### src/hdl/cllc_pkg.sv
package cllc_pkg;

    localparam int MAX_GROUPS_DEF = 64;

    localparam int RADIUS_W = 24;
    localparam int CAP_W    = 12;
    localparam int CFG_W    = 24;
    localparam int CFG_IDX_W = 1;
    localparam int COORD_W  = 32;
    localparam int WEIGHT_W = 16;
    localparam int TOTAL_W  = 32;
    localparam int DIST_W   = 49;
    localparam int RSQ_W    = 48;
    localparam int NUM_W    = 46;
    localparam int GIDX_W   = 6;

    localparam logic [RADIUS_W-1:0] RADIUS_RST = 24'd62915;
    localparam logic [CAP_W-1:0]    CAP_RST    = 12'd15;

    localparam logic [CFG_IDX_W-1:0] REG_MAX_RADIUS     = 1'd0;
    localparam logic [CFG_IDX_W-1:0] REG_GROUP_CAPACITY = 1'd1;

    localparam logic [1:0] ST_JOINED   = 2'd0;
    localparam logic [1:0] ST_OPENED   = 2'd1;
    localparam logic [1:0] ST_REJECTED = 2'd2;

    typedef struct packed {
        logic signed [COORD_W-1:0] point_lat;
        logic signed [COORD_W-1:0] point_lng;
        logic [WEIGHT_W-1:0]       point_weight;
    } pt_word_t;

    typedef struct packed {
        logic [1:0]                status;
        logic [GIDX_W-1:0]         group_index;
        logic [CAP_W-1:0]          member_count;
        logic signed [COORD_W-1:0] centroid_lat;
        logic signed [COORD_W-1:0] centroid_lng;
        logic [TOTAL_W-1:0]        weight_total;
    } res_word_t;

    // point plus best match so far, marching down the cell row
    typedef struct packed {
        logic                      valid;
        logic signed [COORD_W-1:0] lat;
        logic signed [COORD_W-1:0] lng;
        logic [WEIGHT_W-1:0]       w;
        logic                      found;
        logic [DIST_W-1:0]         best_d;
        logic signed [COORD_W-1:0] blat;
        logic signed [COORD_W-1:0] blng;
        logic [CAP_W-1:0]          bcnt;
        logic [TOTAL_W-1:0]        bwt;
    } cllc_tok_t;

    typedef struct packed {
        logic                      we;
        logic signed [COORD_W-1:0] lat;
        logic signed [COORD_W-1:0] lng;
        logic [CAP_W-1:0]          cnt;
        logic [TOTAL_W-1:0]        wt;
    } cllc_upd_t;

endpackage

### src/hdl/cllc_cell.sv
module cllc_cell
    import cllc_pkg::*;
#(
    parameter int MAX_GROUPS = MAX_GROUPS_DEF,
    parameter int G = 0,
    parameter int IW = (MAX_GROUPS > 1) ? $clog2(MAX_GROUPS) : 1,
    parameter int GW = $clog2(MAX_GROUPS + 1)
)
(
    input  logic                clk,
    input  logic                rst_n,
    input  cllc_tok_t           tok_in,
    input  logic [IW-1:0]       idx_in,
    output cllc_tok_t           tok_out,
    output logic [IW-1:0]       idx_out,
    input  logic [RADIUS_W-1:0] radius,
    input  logic [RSQ_W-1:0]    radius_sq,
    input  logic [CAP_W-1:0]    cap,
    input  logic [GW-1:0]       groups_open,
    input  cllc_upd_t           upd,
    input  logic [IW-1:0]       upd_idx
);
    logic signed [COORD_W-1:0] lat_reg;
    logic signed [COORD_W-1:0] lng_reg;
    logic [CAP_W-1:0]          cnt_reg;
    logic [TOTAL_W-1:0]        wt_reg;

    cllc_tok_t          mid_reg, mid_next;
    logic [IW-1:0]      mid_idx_reg;
    logic [RSQ_W-1:0]   sql_reg, sql_next, sqg_reg, sqg_next;
    logic               qual_reg, qual_next;
    cllc_tok_t          out_reg, out_next;
    logic [IW-1:0]      out_idx_reg, out_idx_next;

    logic signed [COORD_W:0] dlat_s, dlng_s;
    logic [COORD_W:0]        dlat, dlng;
    logic [DIST_W-1:0]       d2;
    logic                    take;

    always_ff @(posedge clk)
    begin
        if (upd.we && upd_idx == IW'(G))
        begin
            lat_reg <= upd.lat;
            lng_reg <= upd.lng;
            cnt_reg <= upd.cnt;
            wt_reg  <= upd.wt;
        end
    end

    // first half: axis offsets, their squares and the qualify check
    always_comb
    begin
        dlat_s    = {tok_in.lat[COORD_W-1], tok_in.lat} - {lat_reg[COORD_W-1], lat_reg};
        dlng_s    = {tok_in.lng[COORD_W-1], tok_in.lng} - {lng_reg[COORD_W-1], lng_reg};
        dlat      = dlat_s[COORD_W] ? (COORD_W+1)'(-dlat_s) : dlat_s;
        dlng      = dlng_s[COORD_W] ? (COORD_W+1)'(-dlng_s) : dlng_s;
        qual_next = (GW'(G) < groups_open) && (cnt_reg < cap)
                    && (dlat <= (COORD_W+1)'(radius)) && (dlng <= (COORD_W+1)'(radius));
        sql_next  = dlat[RADIUS_W-1:0] * dlat[RADIUS_W-1:0];
        sqg_next  = dlng[RADIUS_W-1:0] * dlng[RADIUS_W-1:0];
        mid_next  = tok_in;
    end

    // second half: compare with best so far, strict less keeps the earlier group
    always_comb
    begin
        d2           = {1'b0, sql_reg} + {1'b0, sqg_reg};
        take         = qual_reg && (d2 <= {1'b0, radius_sq})
                       && (!mid_reg.found || d2 < mid_reg.best_d);
        out_next     = mid_reg;
        out_idx_next = mid_idx_reg;
        if (take)
        begin
            out_next.found  = 1'b1;
            out_next.best_d = d2;
            out_next.blat   = lat_reg;
            out_next.blng   = lng_reg;
            out_next.bcnt   = cnt_reg;
            out_next.bwt    = wt_reg;
            out_idx_next    = IW'(G);
        end
    end

    always_ff @(posedge clk or negedge rst_n)
    begin
        if (!rst_n)
        begin
            mid_reg <= '0;
            out_reg <= '0;
        end
        else
        begin
            mid_reg <= mid_next;
            out_reg <= out_next;
        end
    end

    always_ff @(posedge clk)
    begin
        mid_idx_reg <= idx_in;
        sql_reg     <= sql_next;
        sqg_reg     <= sqg_next;
        qual_reg    <= qual_next;
        out_idx_reg <= out_idx_next;
    end

    assign tok_out = out_reg;
    assign idx_out = out_idx_reg;
endmodule

### config.mk
export PLATFORM = sky130hd
export DESIGN_NAME = cllc_cell
export DESIGN_NICKNAME = d
export VERILOG_FILES = /design/src/hdl/cllc_pkg.sv /design/src/hdl/cllc_cell.sv
export SDC_FILE = /design/constraint.sdc
export NUM_CORES = 2
export LEC_CHECK = 0
export ABC_AREA = 1
export BUFFER_PORTS_ARGS = -buffer_cell sky130_fd_sc_hd__buf_2
export CAP_MARGIN = 10
export CORE_ASPECT_RATIO = 1.5
export CORE_MARGIN = 2
export CORE_UTILIZATION = 35
export DETAILED_ROUTE_END_ITERATION = 8
export MAX_ROUTING_LAYER = met4
export PLACE_DENSITY_LB_ADDON = 0.2
export SLEW_MARGIN = 20
export SYNTH_ARGS = -nofsm -noshare
export SYNTH_HDL_FRONTEND = slang
export SYNTH_SLANG_ARGS = --single-unit
### constraint.sdc
create_clock -name clk -period 11.2 [get_ports clk]
set_input_delay 1.12 -clock clk [delete_from_list [all_inputs] [get_ports clk]]
set_output_delay 1.12 -clock clk [all_outputs]
set_load 0.005 [all_outputs]
### Word-level counts from Yosys, hierarchy flattened

Index checks and enable logic that the tools add are counted.

* $add $sub $neg: 5
* magnitude comparators: 6
* mux-type cells: 3
* multipliers: 2
* reduce and logical (&&, ||, !) cells: 9

Operators by type and width (count)
* $mux 158: 1
* $mul 24x24->48: 2
* $le 33x24->1: 2
* $mux 33: 2
* $neg 33->33: 2
* $sub 32x32->33: 2
* $add 48x48->49: 1
* $le 49x48->1: 1
* $lt 49x49->1: 1
* $lt 12x12->1: 1
* $lt 1x7->1 const A: 1
* $logic_and 1x1->1: 6
* $logic_not 6->1: 1
* $logic_not 1->1: 1
* $logic_or 1x1->1: 1

* output and inout bits: 245
* input port bits: 453
* word-level logic and storage cells: 54
* register bits after elaboration: 695

### Depth between registers and ports, before layout

* word-level depth: 6
* gate-level depth with buffers: 50
* mapped depth without buffers: 50

### Least setup slack after synthesis

No wires, ideal clock.

* path type: input to register
* start: input port tok_in[174] (netlist bit)
* end: register sqg_reg[45]
* path buffers: 1
* cell stages on the path: 40
* path slack: 2.155 ns
* library setup time: 0.121 ns
* arrival time: 8.924 ns
* required time: 11.079 ns
* cell sequence: inv_1 > ha_1 > fa_1 > ha_1 > inv_1 > nor2_2 > nand2_2 > nor2_4 > nand3_2 > nor2_2 > nand3_1 > nor3_2 > o21ai_0 > nand2_2 > inv_2 > buf_4 > nor2_1 > fa_1 > (+4 left out) > inv_1 > fa_1 > inv_1 > fa_1 > ha_1 > a21oi_1 > inv_1 > a31oi_1 > o21ai_0 > nand3_1 > o311ai_0 > a21oi_1 > inv_1 > a21oi_1 > o21ai_0 > nand3_1 > nand2_1 > xor2_1

* cells in the longest elaborated chain, start to end: 4

RTL lines
* start, declared: RTL line cllc_cell.sv:12 `input cllc_tok_t tok_in,`
* $sub 32x32->33 *: RTL line cllc_cell.sv:55 `dlng_s = {tok_in.lng[COORD_W-1], tok_in.lng} - {lng_reg[COORD_W-1], lng_reg};`
* $neg 33->33: RTL line cllc_cell.sv:57 `dlng = dlng_s[COORD_W] ? (COORD_W+1)'(-dlng_s) : dlng_s;`
* $mux 33 *: RTL line cllc_cell.sv:57
* $mul 24x24->48 *: RTL line cllc_cell.sv:61 `sqg_next = dlng[RADIUS_W-1:0] * dlng[RADIUS_W-1:0];`
* net sqg_next[45]: RTL line cllc_cell.sv:30 `logic [RSQ_W-1:0] sql_reg, sql_next, sqg_reg, sqg_next;`
* end signal, assigned: RTL line cllc_cell.sv:103 `sqg_reg <= sqg_next;`
* end, declared: RTL line cllc_cell.sv:30

Mark *: on every way through the listed nets, which the timed path passes. The rest lies on a longest branch.
A chain may end at the register's enable or synchronous reset.

### Worst setup path after layout

* start: input port tok_in[206] (netlist bit)
* end: register sql_reg[32]

* cells in the longest elaborated chain, start to end: 4

RTL lines
* $sub 32x32->33 *: RTL line cllc_cell.sv:54 `dlat_s = {tok_in.lat[COORD_W-1], tok_in.lat} - {lat_reg[COORD_W-1], lat_reg};`
* $neg 33->33: RTL line cllc_cell.sv:56 `dlat = dlat_s[COORD_W] ? (COORD_W+1)'(-dlat_s) : dlat_s;`
* $mux 33 *: RTL line cllc_cell.sv:56
* $mul 24x24->48 *: RTL line cllc_cell.sv:60 `sql_next = dlat[RADIUS_W-1:0] * dlat[RADIUS_W-1:0];`
* net sql_next[32]: RTL line cllc_cell.sv:30
* end signal, assigned: RTL line cllc_cell.sv:102 `sql_reg <= sql_next;`
* end, declared: RTL line cllc_cell.sv:30

Marked as above.

==> run metrics <==
outcome finished, final reports clean; Post-DP HPWL 185400 µm; Crit-path slowest cell fa_1; share of cells above drive strength 1 between 10% and 20%; antenna-violating nets left 0; period utilization 96.65%; Cells after Synth ~7300; Initial Util 35.15%; Arr. time, crit path 11.35 ns; worst r2r src lat_reg[0]; setup violators final 0; CP startpoint tok_in[206]; met3 Resource Use GR 4.041%; DRC viols 0; routability-driven placement congestion ratio just under 1; Slew HR 31.21%; CP delay by family, top adder cells; final WL 218800 µm; TritonCTS clock tree yes; starting DRC count in detailed routing 2451; worst path bufs/invs 11; Total Routing Usage GR 24.02%; Die Ht 530.5 µm; worst skew pair latency about 0.74 ns; Setup WS pre-CTS -0.5522 ns; Hold Startpoint mid_reg[217]; CTS HTree Levels 3; Post-CTS Setup Repair Bufs 0; First-pass DRT Iterations 5; routing usage on met1 24.18%; cts bufs inserted 76; first-pass GRT wire length 327500 µm; CTS max path bufs 3; Post-synth EDFFs 108; startpoint types primary input; ys flop type dfrtp_1; CP max FO 25; #FFs+latches synth 693; routed via count about 50000; synth warn 0; initial antenna violation count 61; multi-input logic area between 40000 and 50000 µm²; Finished Cell Area 74010 µm²; Worst EP required 11.73 ns; Root Driver clkbuf_16; vias in the first global route roughly 55000; hold-fix buffers at CTS 0; Area growth syn-to-layout 14.42%; clk sinks 693; fillers 18770; most crowded layer after global routing met2; Max stage delay on crit path 0.60 ns; post-synth net total 9196; CP most frequent cell nand2_1; unrepaired setup endpoints after global routing false; Reg clk slew, reported paths 0.06 ns; Worst Max-Slew Pin Slew 1.032 ns; # Max-Cap Violations 0; commonest cells after routing, fill and taps aside inv_1, nand2_1, fa_1; Setup crit end kind flop; Die W 355.0 µm; Unique masters post-synth just over 60; clk_skew 0.08180 ns; vias per cell 4.735; Nets 9932; DP Area about 71000 µm²; Final TNS setup 0 ns; grt met2 use 44.88%; Placeable Area 184000 µm²; register area share after synthesis 26.82%; most common cell after layout, fill and taps aside inv_1; async set-reset flop share out of synthesis a little under 70%; Final Critical Period 10.83 ns; I/O Buffers 697; final worst setup slack 0.3747 ns; die area 188300 µm²; Mapped Avg Cell Area 8.871 µm²; max-slew violation count 0; wire per inst a little over 20 µm; Final Hold Fails 0; type of the worst min-delay path flop to flop; grt ovf 0; largest net degree at the start of global routing 176; critical path type primary input to flop; cell row count 193; Fmax achieved 0.09238 GHz; Post-Syn Area 64680 µm²; Reg area 17350 µm²; I/O pin cnt 698
==> per-stage QoR <==
step	instances	util (%)	hold slack [ns]
global placement	10390	38.69	0.3311
CTS	10530	40.16	0.3186
detailed placement	10390	38.69	0.3347
finish	10570	40.22	0.3339
global route	10560	40.21	0.3231
floorplan	7292	-	0.3312
==> repair_timing <==
action / in CTS / in global routing
resized for setup: 0 / 1
endpoints found under the setup margin: 0 / 3
hold endpoints to repair: 0 / 0
==> Yosys cell counts (11+ instances only) <==
master    count  area (µm²)
nor4_1       14       87.58
a211oi_1     13       97.59
xor2_2       11       178.9
a21oi_1     319        1597
clkbuf_1     17       63.81
o21bai_1     13       97.59
o21ai_1      48       240.2
inv_1      1706        6404
o21a_1       24       180.2
ha_1        604        7557
nor3_1       28       140.1
nor2_2       31       193.9
nand3_2      12       120.1
dfrtp_1     478       11960
o21ai_0     185       925.9
dfxtp_1     107        2142
xor2_1      115        1007
nand4_1      63       394.1
nand3b_1     26       195.2
nor2_1      768        2883
nand2_2      33       206.5
a31oi_1      37       231.5
nand3_1     184       920.9
nand2_1    1198        4497
inv_2        46       172.7
edfxtp_1    108        3243
xnor2_1      44       385.4
a21o_1       18       135.1
fa_1        847       16960
buf_4        22       165.2
buf_2        66       330.3
==> final timing paths <==
kind | slack (ns) | depth (start not counted) | end
hold reg to reg | 0.33 | 0 | tok_out[217]
hold / removal | 0.33 | 0 | tok_out[217]
setup reg to reg | 0.38 | 39 | sql_reg[32]
setup / recovery | 0.37 | 41 | sql_reg[32]
max in group asynchronous | 8.40 | 3 | tok_out[175]
min in group asynchronous | 0.40 | 1 | tok_out[100]
==> worst register-to-register path: cells and delay by family, from the launching register on <==
kind	cells	cell delay (ns)
AOI/OAI and AO/OA	3	1.02
xor gates and xnor gates	1	0.51
adders and majority gates	10	4.64
buffers and inverters	9	1.33
DFF	1	0.51
and+or+nand+nor	16	2.61
==> final cells by class <==
cell class	count	area share, %
Antenna cell	41	0.1386
Clock buffer	99	2.754
Clock inverter	42	0.8943
Inverter	1760	8.947
Multi-Input combinational cell	4724	54.16
Sequential cell	693	23.44
Tap cell	2437	4.120
Timing Repair Buffer	773	5.549
==> routing by layer <==
layer	vias up	wire, µm
met5	-	0
met4	0	12170
met3	523	12040
met2	1553	116800
met1	24260	77790
li1	23710	-
==> kinds of logic (layout without fill, tap and decap cells) <==
logic type                 Yosys count  after routing  share of synthesized area, %
AOI/OAI and AO/OA                  710            710                         6.130
xor gates and xnor gates           172            172                         2.497
adders and majority gates         1451           1451                         37.90
buffers and inverters             1875           2674                         11.28
DFF                                693            693                         26.82
other                                0             41                             0
and+or+nand+nor                   2391           2391                         15.38
Power is not shown: default switching activity piles up to over one toggle a cycle in this logic, so the estimate is an artifact.
