File: config.mk
export PLATFORM = sky130hd
export DESIGN_NAME = cllc_div
export DESIGN_NICKNAME = d
export VERILOG_FILES = /design/src/hdl/cllc_pkg.sv /design/src/hdl/cllc_div.sv
export SDC_FILE = /design/constraint.sdc
export NUM_CORES = 1
export LEC_CHECK = 0
export BUFFER_PORTS_ARGS = -buffer_cell sky130_fd_sc_hd__buf_2
export CAP_MARGIN = 20
export CORE_ASPECT_RATIO = 0.75
export CORE_MARGIN = 5
export CORE_UTILIZATION = 45
export CTS_BUF_LIST = sky130_fd_sc_hd__clkbuf_4 sky130_fd_sc_hd__clkbuf_8
export CTS_CLUSTER_DIAMETER = 200
export DETAILED_ROUTE_END_ITERATION = 10
export PLACE_DENSITY = 0.8
export SLEW_MARGIN = 30
export SYNTH_ARGS = -nofsm -noshare
export SYNTH_HDL_FRONTEND = slang
export SYNTH_SLANG_ARGS = --single-unit
File: constraint.sdc
create_clock -name clk -period 4.8 [get_ports clk]
set_clock_uncertainty 0.15 [all_clocks]
set_input_delay 0.24 -clock clk [delete_from_list [all_inputs] [get_ports clk]]
set_output_delay 0.24 -clock clk [all_outputs]
set_load 0.1 [all_outputs]
File: src/hdl/cllc_pkg.sv
package cllc_pkg;

    localparam int MAX_GROUPS_DEF = 64;

    localparam int RADIUS_W = 24;
    localparam int CAP_W    = 12;
    localparam int CFG_W    = 24;
    localparam int CFG_IDX_W = 1;
    localparam int COORD_W  = 32;
    localparam int WEIGHT_W = 16;
    localparam int TOTAL_W  = 32;
    localparam int DIST_W   = 49;
    localparam int RSQ_W    = 48;
    localparam int NUM_W    = 46;
    localparam int GIDX_W   = 6;

    localparam logic [RADIUS_W-1:0] RADIUS_RST = 24'd62915;
    localparam logic [CAP_W-1:0]    CAP_RST    = 12'd15;

    localparam logic [CFG_IDX_W-1:0] REG_MAX_RADIUS     = 1'd0;
    localparam logic [CFG_IDX_W-1:0] REG_GROUP_CAPACITY = 1'd1;

    localparam logic [1:0] ST_JOINED   = 2'd0;
    localparam logic [1:0] ST_OPENED   = 2'd1;
    localparam logic [1:0] ST_REJECTED = 2'd2;

    typedef struct packed {
        logic signed [COORD_W-1:0] point_lat;
        logic signed [COORD_W-1:0] point_lng;
        logic [WEIGHT_W-1:0]       point_weight;
    } pt_word_t;

    typedef struct packed {
        logic [1:0]                status;
        logic [GIDX_W-1:0]         group_index;
        logic [CAP_W-1:0]          member_count;
        logic signed [COORD_W-1:0] centroid_lat;
        logic signed [COORD_W-1:0] centroid_lng;
        logic [TOTAL_W-1:0]        weight_total;
    } res_word_t;

    // point plus best match so far, marching down the cell row
    typedef struct packed {
        logic                      valid;
        logic signed [COORD_W-1:0] lat;
        logic signed [COORD_W-1:0] lng;
        logic [WEIGHT_W-1:0]       w;
        logic                      found;
        logic [DIST_W-1:0]         best_d;
        logic signed [COORD_W-1:0] blat;
        logic signed [COORD_W-1:0] blng;
        logic [CAP_W-1:0]          bcnt;
        logic [TOTAL_W-1:0]        bwt;
    } cllc_tok_t;

    typedef struct packed {
        logic                      we;
        logic signed [COORD_W-1:0] lat;
        logic signed [COORD_W-1:0] lng;
        logic [CAP_W-1:0]          cnt;
        logic [TOTAL_W-1:0]        wt;
    } cllc_upd_t;

endpackage

File: src/hdl/cllc_div.sv
module cllc_div
    import cllc_pkg::*;
(
    input  logic             clk,
    input  logic             rst_n,
    input  logic             start,
    input  logic [NUM_W-1:0] num,
    input  logic [CAP_W-1:0] den,
    output logic             done,
    output logic [NUM_W-1:0] quo
);
    localparam int CNT_W = $clog2(NUM_W + 1);

    logic             busy_reg, busy_next;
    logic             done_reg, done_next;
    logic [CNT_W-1:0] cnt_reg, cnt_next;
    logic [CAP_W-1:0] rem_reg, rem_next;
    logic [NUM_W-1:0] q_reg, q_next;
    logic [CAP_W-1:0] den_reg, den_next;
    logic [CAP_W:0]   trial;
    logic             fits;

    assign trial = {rem_reg, q_reg[NUM_W-1]};
    assign fits  = trial >= {1'b0, den_reg};

    always_comb
    begin
        busy_next = busy_reg;
        done_next = 1'b0;
        cnt_next  = cnt_reg;
        rem_next  = rem_reg;
        q_next    = q_reg;
        den_next  = den_reg;
        if (start)
        begin
            busy_next = 1'b1;
            cnt_next  = '0;
            rem_next  = '0;
            q_next    = num;
            den_next  = den;
        end
        else if (busy_reg)
        begin
            // one quotient bit per cycle, restoring
            rem_next = fits ? CAP_W'(trial - {1'b0, den_reg}) : CAP_W'(trial);
            q_next   = {q_reg[NUM_W-2:0], fits};
            cnt_next = cnt_reg + 1'b1;
            if (cnt_reg == CNT_W'(NUM_W - 1))
            begin
                busy_next = 1'b0;
                done_next = 1'b1;
            end
        end
    end

    always_ff @(posedge clk or negedge rst_n)
    begin
        if (!rst_n)
        begin
            busy_reg <= 1'b0;
            done_reg <= 1'b0;
        end
        else
        begin
            busy_reg <= busy_next;
            done_reg <= done_next;
        end
    end

    always_ff @(posedge clk)
    begin
        cnt_reg <= cnt_next;
        rem_reg <= rem_next;
        q_reg   <= q_next;
        den_reg <= den_next;
    end

    assign done = done_reg;
    assign quo  = q_reg;
endmodule

After elaboration in Yosys (flattened, before gate mapping) --
Cells that the tools add are included.
Word-level totals: register bits 78, output and inout bits 47
Operators by class: add/sub/neg operators 2, $lt $le $gt $ge 1, eq/ne operators 1, muxes and demuxes 9, reduce and logical (&&, ||, !) cells 1
Operators by type and width (number):
- 46-bit 2-to-1 mux | 2
- 13-bit by 12-bit greater-or-equal comparator with 1-bit output | 1
- 12-bit 2-to-1 mux | 1
- 12-bit subtractor | 1
- 6-bit by 1-bit adder with 6-bit output (second input constant) | 1
- 6-bit == test (second input constant) | 1
- 1-bit 2-to-1 mux | 6
- 2-bit nonzero test | 1

Logic depth before layout (Yosys ltp) --
Gate-level depths: netlist of the first run.
word-level depth 4, gate-level depth with buffers 10, depth with buffers taken out 9

Worst setup path before layout of the first run --
No wires, ideal clock.
path type flip-flop to flip-flop, start point register q_reg[45], in the netlist quo[45], end point register rem_reg[10], library setup time 0.074 ns, data arrival time 2.685 ns, slack 1.891 ns, cell stages (with the launch flop) 10, buffers on the path 0, path through edfxtp_1 > inv_1 > ha_1 > fa_1 > nor2b_1 > o21bai_1 > a21boi_0 > o221ai_1 > xor2_1 > o21ai_0
Between the ends: word-level cells in the longest chain between the ends 2, elaborated cells on any way between the ends 3, classes of those cells add/sub: 1; order compare: 1; mux: 1
Ends and longest elaborated chain:
- start, declared | line cllc_div.sv:18 | logic [NUM_W-1:0] q_reg, q_next;
- start signal, assigned | line cllc_div.sv:74 | q_reg <= q_next;
- 12-bit subtractor / 13-bit by 12-bit greater-or-equal comparator with 1-bit output (equally long branches) | line cllc_div.sv:45, cllc_div.sv:24
- 12-bit 2-to-1 mux * | line cllc_div.sv:45 | rem_next = fits ? CAP_W'(trial - {1'b0, den_reg}) : CAP_W'(trial);
- end signal, assigned | line cllc_div.sv:73 | rem_reg <= rem_next;
- end, declared | line cllc_div.sv:17 | logic [CAP_W-1:0] rem_reg, rem_next;
Mark *: on every way between the ends. The rest lies on a longest branch, timed or not. A chain may end at the register's enable or synchronous reset.

Worst setup path after layout of the first run --
start point register den_reg[10], end point register rem_reg[0]
Between the ends: word-level cells in the longest chain between the ends 2
Ends and longest elaborated chain:
- start, declared | line cllc_div.sv:19 | logic [CAP_W-1:0] den_reg, den_next;
- start signal, assigned | line cllc_div.sv:75 | den_reg <= den_next;
- 13-bit by 12-bit greater-or-equal comparator with 1-bit output | line cllc_div.sv:24 | assign fits = trial >= {1'b0, den_reg};
- 12-bit 2-to-1 mux | line cllc_div.sv:45
No other way between the ends.

==> results of run 1 <==
-- path summary, 6_finish.rpt --
check	slack (ns)	to	start	depth (start not counted)
worst min-delay path	0.03	quo[5]$_DFFE_PP_	num[5]	2
worst min register to register	0.34	rem_reg[2]$_SDFFE_PP0P_	rem_reg[1]$_SDFFE_PP0P_	2
min in group asynchronous	0.07	busy_reg$_DFF_PN0_	rst_n	2
max in group asynchronous	4.33	done$_DFF_PN0_	rst_n	2
worst max register to register	2.23	rem_reg[0]$_SDFFE_PP0P_	den_reg[10]$_DFFE_PP_	8
worst max-delay path	2.23	rem_reg[0]$_SDFFE_PP0P_	den_reg[10]$_DFFE_PP_	8
-- worst register-to-register path, stage by stage (launching register included) --
cell and delay [ns]:
edfxtp_1 0.32, inv_1 0.04, ha_1 0.31, a21oi_1 0.24, o21ai_0 0.18, nor2_1 0.26
a21o_1 0.46, mux2_4 0.35, a211oi_2 0.19
-- synth_stat cells, types with 2 or more instances --
cell	n
dfxtp_1	18
a211oi_2	2
a21oi_1	8
mux2_2	46
a311oi_1	7
clkbuf_1	10
o21ai_0	11
nor3b_1	3
inv_1	17
a41oi_1	2
dfrtp_1	2
xnor2_1	4
nand3_1	5
nand4_1	2
a21o_1	3
nor2b_1	2
nand2_1	22
nor2_1	26
or3_1	4
edfxtp_1	58
xor2_1	6
o21a_1	3
a31oi_1	3
nor3_1	2
ha_1	14
-- area by class of cell --
type / instances / area [µm²] / share of cell area [%]
clock inverter: 6 / 87.58 / 1.831
multi-input combinational: 196 / 1534 / 32.06
clock buffer: 10 / 131.4 / 2.746
inverter: 17 / 63.81 / 1.334
timing repair buffer: 122 / 680.7 / 14.23
tap: 108 / 135.1 / 2.824
sequential: 78 / 2152 / 44.98
-- timing repair --
item                                   4_1_cts  5_1_grt
endpoints found under the hold margin       14        0
gates resized for setup                      0        0
hold buffers                                13        0
-- per-stage QoR --
step | setup slack [ns] | hold slack [ns] | total power [W] | std cells
finish | 2.228 | 0.03236 | 0.001844 | 537
global route | 2.010 | 0.02273 | 0.001913 | 537
CTS | 2.247 | 0.01914 | 0.001860 | 537
detailed placement | 2.261 | -0.1180 | 0.001316 | 508
global placement | 2.313 | -0.1214 | 0.001308 | 508
floorplan | 1.891 | -0.2056 | 0.001228 | 304
-- power by group through the flow --
stage / clock, W / sequential [W] / combinational, W
after floorplan: 0 / 0.00112 / 0.000110
after global placement: 0 / 0.000821 / 0.000487
after detailed placement: 0 / 0.000824 / 0.000492
after CTS: 0.000549 / 0.000810 / 0.000502
after global routing: 0.000573 / 0.000816 / 0.000524
final: 0.000536 / 0.000809 / 0.000499
-- cell families (layout without fill, tap and decap cells) --
kind of cell | Yosys count | in the layout | share of synthesized area [%]
buffers and inverters | 30 | 155 | 3.251
DFF | 78 | 78 | 56.49
AOI/OAI and AO/OA | 53 | 53 | 10.18
adders and majority gates | 15 | 15 | 5.123
xor gates and xnor gates | 10 | 10 | 2.299
muxes | 48 | 48 | 14.25
and+or+nand+nor | 70 | 70 | 8.407
-- layer usage --
layer	up-vias	global-route usage, %
met5	-	0
met4	0	5.163
met3	12	4.555
met2	98	21.65
met1	1255	21.09
li1	1365	-
==> flow_summary.yaml, run 1 <==
cells_and_area:
  nNetsFinal: 500
  fillers: 730
  final_area_mm2: 0.004785
  antenna_cells: 0
  final_util_pct: 57.33
  layout_commonest_cell: "buf_2"
  area_growth_pct: 25.58
  final_cell_mix: "buf_2, edfxtp_1, mux2_2"
  drive_gt1_share_pct: 42.19
  largest_reg_flops: 46
drt:
  drt-pass1-iter-count: 4
  drtAntennaViolNets: 0
  wl_per_cell_um: 14.63
  routed.top_layer: "met4"
  drt_drc_violations_left: 0
  routed_via_density: 5.084
  wirelength_um: 7857
  wl_met1_um: 3650
  met2_length_um: 3446
  drt_iter0_drc: 188
  dr_total_vias: 2730
  wl_met3_um: 682
power:
  power_density_mw_per_mm2: 385.4
  switching_power_w: 0.0006463
  intPower_w: 0.001198
  pwr-share-seq_pct: 43.9
  swShare_pct: 35.05
  pwr-share-comb_pct: 27.1
  power_frac_clock_pct: 29.1
  peakVddDrop_mv: 0.2521
  leakage_nw: 2.014
floorplanning:
  die_w_um: 116.2
  dieArea_mm2: 0.01043
  start_util_pct: 45.65
  coreArea_mm2: 0.008346
  rows: 29
  ios: 108
  die_height_um: 89.69
synthesis:
  avgSynthCellArea_um2: 12.53
  synthTopCellsByArea: "edfxtp_1, mux2_2, dfxtp_1"
  synth_cells: 304
  synth_top_area_share_pct: 45.71
  synth_cell_type_count: 49
  seq_area_frac_synth_pct: 56.49
  ys_warn_count: 0
  async_flop_share_pct: 2.564
  syn-num-nets: 380
  ys_ff_latch: 78
  ys.flop_type: "edfxtp_1"
  synth_edf_count: 58
  synth_area_leader_cell: "edfxtp_1"
  syn_area_mm2: 0.003810
timing:
  rsz0062_at_grt: "no"
  worst_pin_slew_ns: 0.9447
  finalCriticalPeriod_ns: 2.572
  drv_slew: 0
  setup_violations: 0
  finalHoldViolations: 0
  timing.fmax_mhz: 388.9
  relSlewSlack_pct: 36.93
  finalSetupTns_ns: 0
  min_period_over_period_pct: 53.58
critical_path:
  critPathMaxStageDelay_ns: 0.46
  timing.critical_path.buf_inv: 1
  crit_required_ns: 4.92
  crit_path_end_kind: "flip-flop"
  worstSetupPathType: "flip-flop to flip-flop"
  crit_fanout: 11
  cpMaxStageDelayCell: "a21o_1"
  cp_top_family: "compound AO/OA/AOI/OAI gates"
  critPathLaunchType: "flip-flop"
  cp.arrival_ns: 2.69
  path_cells: "inv_1 > ha_1 > a21oi_1 > o21ai_0 > nor2_1 > a21o_1 > mux2_4 > a211oi_2"
global_routing:
  grt_pass1_wl_um: 12190
  grt-ovfl-total: 0
  antenna_found_initial: 0
  grt_max_degree: 48
  grt_usage_pct: 14.86
  grt_pass1_vias: 2582
min_path:
  hold_class: "input pin to flip-flop"
clock_tree:
  cts_sinks: 78
  clk_latency_ns: 0.35
  clk_pin_slew_worst_paths_ns: 0.09
  cts_tree: "built"
  cts_post_setup_buffers_inserted: 0
  cts.htree.levels: 3
  root_buffer: "clkbuf_8"
  clk_path_buf_depth: 2
  cts_buffers: 9
placed_design:
  place_congestion: 0.8814
  port_buffers: 107
  dpl.hpwl_um: 5557
  placed_cell_area_mm2: 0.004436
run_status:
  status: "finished, final reports clean"
job:
  cap_violations: 0
(Power assumes the default switching activity.)
==> inputs of run 2 (changes only) <==
PLACE_DENSITY = 0.82   (was 0.8)
clock period = 2.3 ns   (was 4.8 ns; I/O delays follow)
==> run 2 against run 1 <==
- the flow now finishes with violations (negative setup slack)
- utilization is 9.7 points higher
- cell area is 17% higher
- combinational power is 140% higher
- wire length is 24% higher
- global-route usage is 2.7 points higher
- sequential share of layout area is 6.5 points lower
- non-clock buffer count is 66 higher
- fmax is 11% higher
- sequential power is 110% higher
- die area stayed put
- count of clock-buffer cells in the layout stayed put
==> flow_summary.yaml, run 2 (synthesized netlist as in run 1, its figures left out) <==
critical_path:
  r2r-start: "den_reg[6]$_DFFE_PP_"
  crit_required_ns: 2.44
  rr_endpoint: "rem_reg[1]$_SDFFE_PP0P_"
  worstSetupPathType: "flip-flop to flip-flop"
  crit_fanout: 6
  critPathLaunchType: "flip-flop"
  critPathLaunch: "den_reg[6]$_DFFE_PP_"
  cp.arrival_ns: 2.47
  r2r_slack_ns: -0.02
  ff2ff_path_depth: 9
  crit_end: "rem_reg[1]$_SDFFE_PP0P_"
  crit_path_end_kind: "flip-flop"
drt:
  drt_iter0_drc: 207
  drtAntennaViolNets: 0
  wl_per_cell_um: 16.21
  routed_via_density: 5.148
  dr_total_vias: 3104
  drt_drc_violations_left: 0
  wirelength_um: 9774
  drt-pass1-iter-count: 4
clock_tree:
  clk_path_buf_depth: 2
  cts.htree.levels: 3
  clk_latency_ns: 0.35
  clk_pin_slew_worst_paths_ns: 0.08
  cts_buffers: 9
  root_buffer: "clkbuf_8"
  cts_sinks: 78
  cts_tree: "built"
power:
  switching_power_w: 0.001426
  swShare_pct: 36.32
  power_frac_clock_pct: 26.4
  intPower_w: 0.002499
  pwr-share-comb_pct: 30.4
  leakage_nw: 2.308
  pwr-share-seq_pct: 43.2
  peakVddDrop_mv: 0.5953
  p_total_w: 0.003925
  power_density_mw_per_mm2: 701.9
timing:
  drv_slew: 0
  relSlewSlack_pct: 61.33
  finalCriticalPeriod_ns: 2.324
  finalSetupTns_ns: -0.03981
  min_period_over_period_pct: 101.0
  setup_violations: 2
  timing.fmax_mhz: 430.3
  finalHoldViolations: 0
  worst_pin_slew_ns: 0.5800
  layout_setup_ws_ns: -0.02377
global_routing:
  antenna_found_initial: 0
  grt_pass1_vias: 3069
  grt_max_degree: 47
  grt_pass1_wl_um: 14320
  grt_usage_pct: 17.59
  grt-ovfl-total: 0
floorplanning:
  dieArea_mm2: 0.01043
  rows: 29
  die_w_um: 116.2
  die_height_um: 89.69
  start_util_pct: 45.65
  coreArea_mm2: 0.008346
  ios: 108
cells_and_area:
  final_cell_mix: "buf_2, dlygate4sd3_1, edfxtp_1"
  antenna_cells: 0
  largest_reg_flops: 46
  fillers: 613
  area_growth_pct: 46.77
  final_util_pct: 67.00
  nNetsFinal: 566
  drive_gt1_share_pct: 45.66
  layout_commonest_cell: "buf_2"
  stdcell_count: 603
placed_design:
  port_buffers: 107
  dp.cells: 517
  dpl.hpwl_um: 5934
  place_congestion: 0.8453
job:
  cap_violations: 0
min_path:
  hold_depth: 1
  hold_class: "input pin to flip-flop"
run_status:
  status: "complete, but fails checks"
  violations: "negative setup slack"
-- run 2: cell count changes in the layout (fill, tap and decap cells not counted), moves of 3 or more --
cell	before	now
ha_1	14	5
buf_4	2	18
o21ai_0	11	8
ha_4	0	8
dlygate4sd3_1	13	60
-- run 2: layout make-up --
type | count | area [µm²] | area share [%]
clock buffer | 10 | 131.4 | 2.350
clock inverter | 6 | 70.07 | 1.253
inverter | 17 | 67.56 | 1.208
multi-input combinational | 196 | 1722 | 30.79
sequential | 78 | 2152 | 38.49
tap | 108 | 135.1 | 2.417
timing repair buffer | 188 | 1314 | 23.50
-- run 2: stage by stage --
step / hold WS, ns / area, µm² / setup WS [ns]
finish: 0.05050 / 5592 / -0.02377
global route: 0.02511 / 5592 / -0.1591
CTS: 0.02842 / 5335 / -0.01394
detailed placement: -0.2423 / 4533 / -0.001782
global placement: -0.2447 / 4533 / 0.07253
floorplan: -0.3306 / 3840 / -0.3755
-- run 2: critical path: stages (launching register included) --
cell      delay [ns]
edfxtp_1        0.34
inv_1           0.07
ha_4            0.29
nand4_2         0.14
a211oi_2        0.31
o31ai_4         0.16
a21oi_4         0.22
buf_4           0.17
mux2i_1         0.23
a31o_2          0.19
-- run 2: routing by layer --
metal,vias to the layer above,GRT usage [%],wire length [µm]
li1,1497,-,-
met1,1460,21.82,4070
met2,125,29.75,4839
met3,22,5.023,675
met4,0,6.112,189
met5,-,0,0
-- run 2: worst min-delay path by stage --
stage	start	to	slack [ns]
floorplan	rst_n	busy_reg$_DFF_PN0_	-0.33
global placement	rst_n	done$_DFF_PN0_	-0.24
detailed placement	rst_n	done$_DFF_PN0_	-0.24
CTS	start	den_reg[7]$_DFFE_PP_	0.03
global route	start	den_reg[8]$_DFFE_PP_	0.03
finish	start	den_reg[9]$_DFFE_PP_	0.05
-- run 2: timing repair --
item                                   CTS  global route
setup endpoints to repair                4            12
endpoints found under the hold margin   60             0
hold buffers                            60             0
resized for setup                        0            33
gates cloned                             0             0
pin swaps                                1            19
buffers inserted                         0            10
-- run 2: power by group through the flow --
| stage | clock, W | combinational, W | sequential, W |
|---|---|---|---|
| final | 0.00104 | 0.00119 | 0.00169 |
| after global routing | 0.00113 | 0.00124 | 0.00171 |
| after CTS | 0.00107 | 0.00112 | 0.00169 |
| after detailed placement | 0 | 0.00104 | 0.00172 |
| after global placement | 0 | 0.00103 | 0.00172 |
| after floorplan | 0 | 0.000234 | 0.00234 |
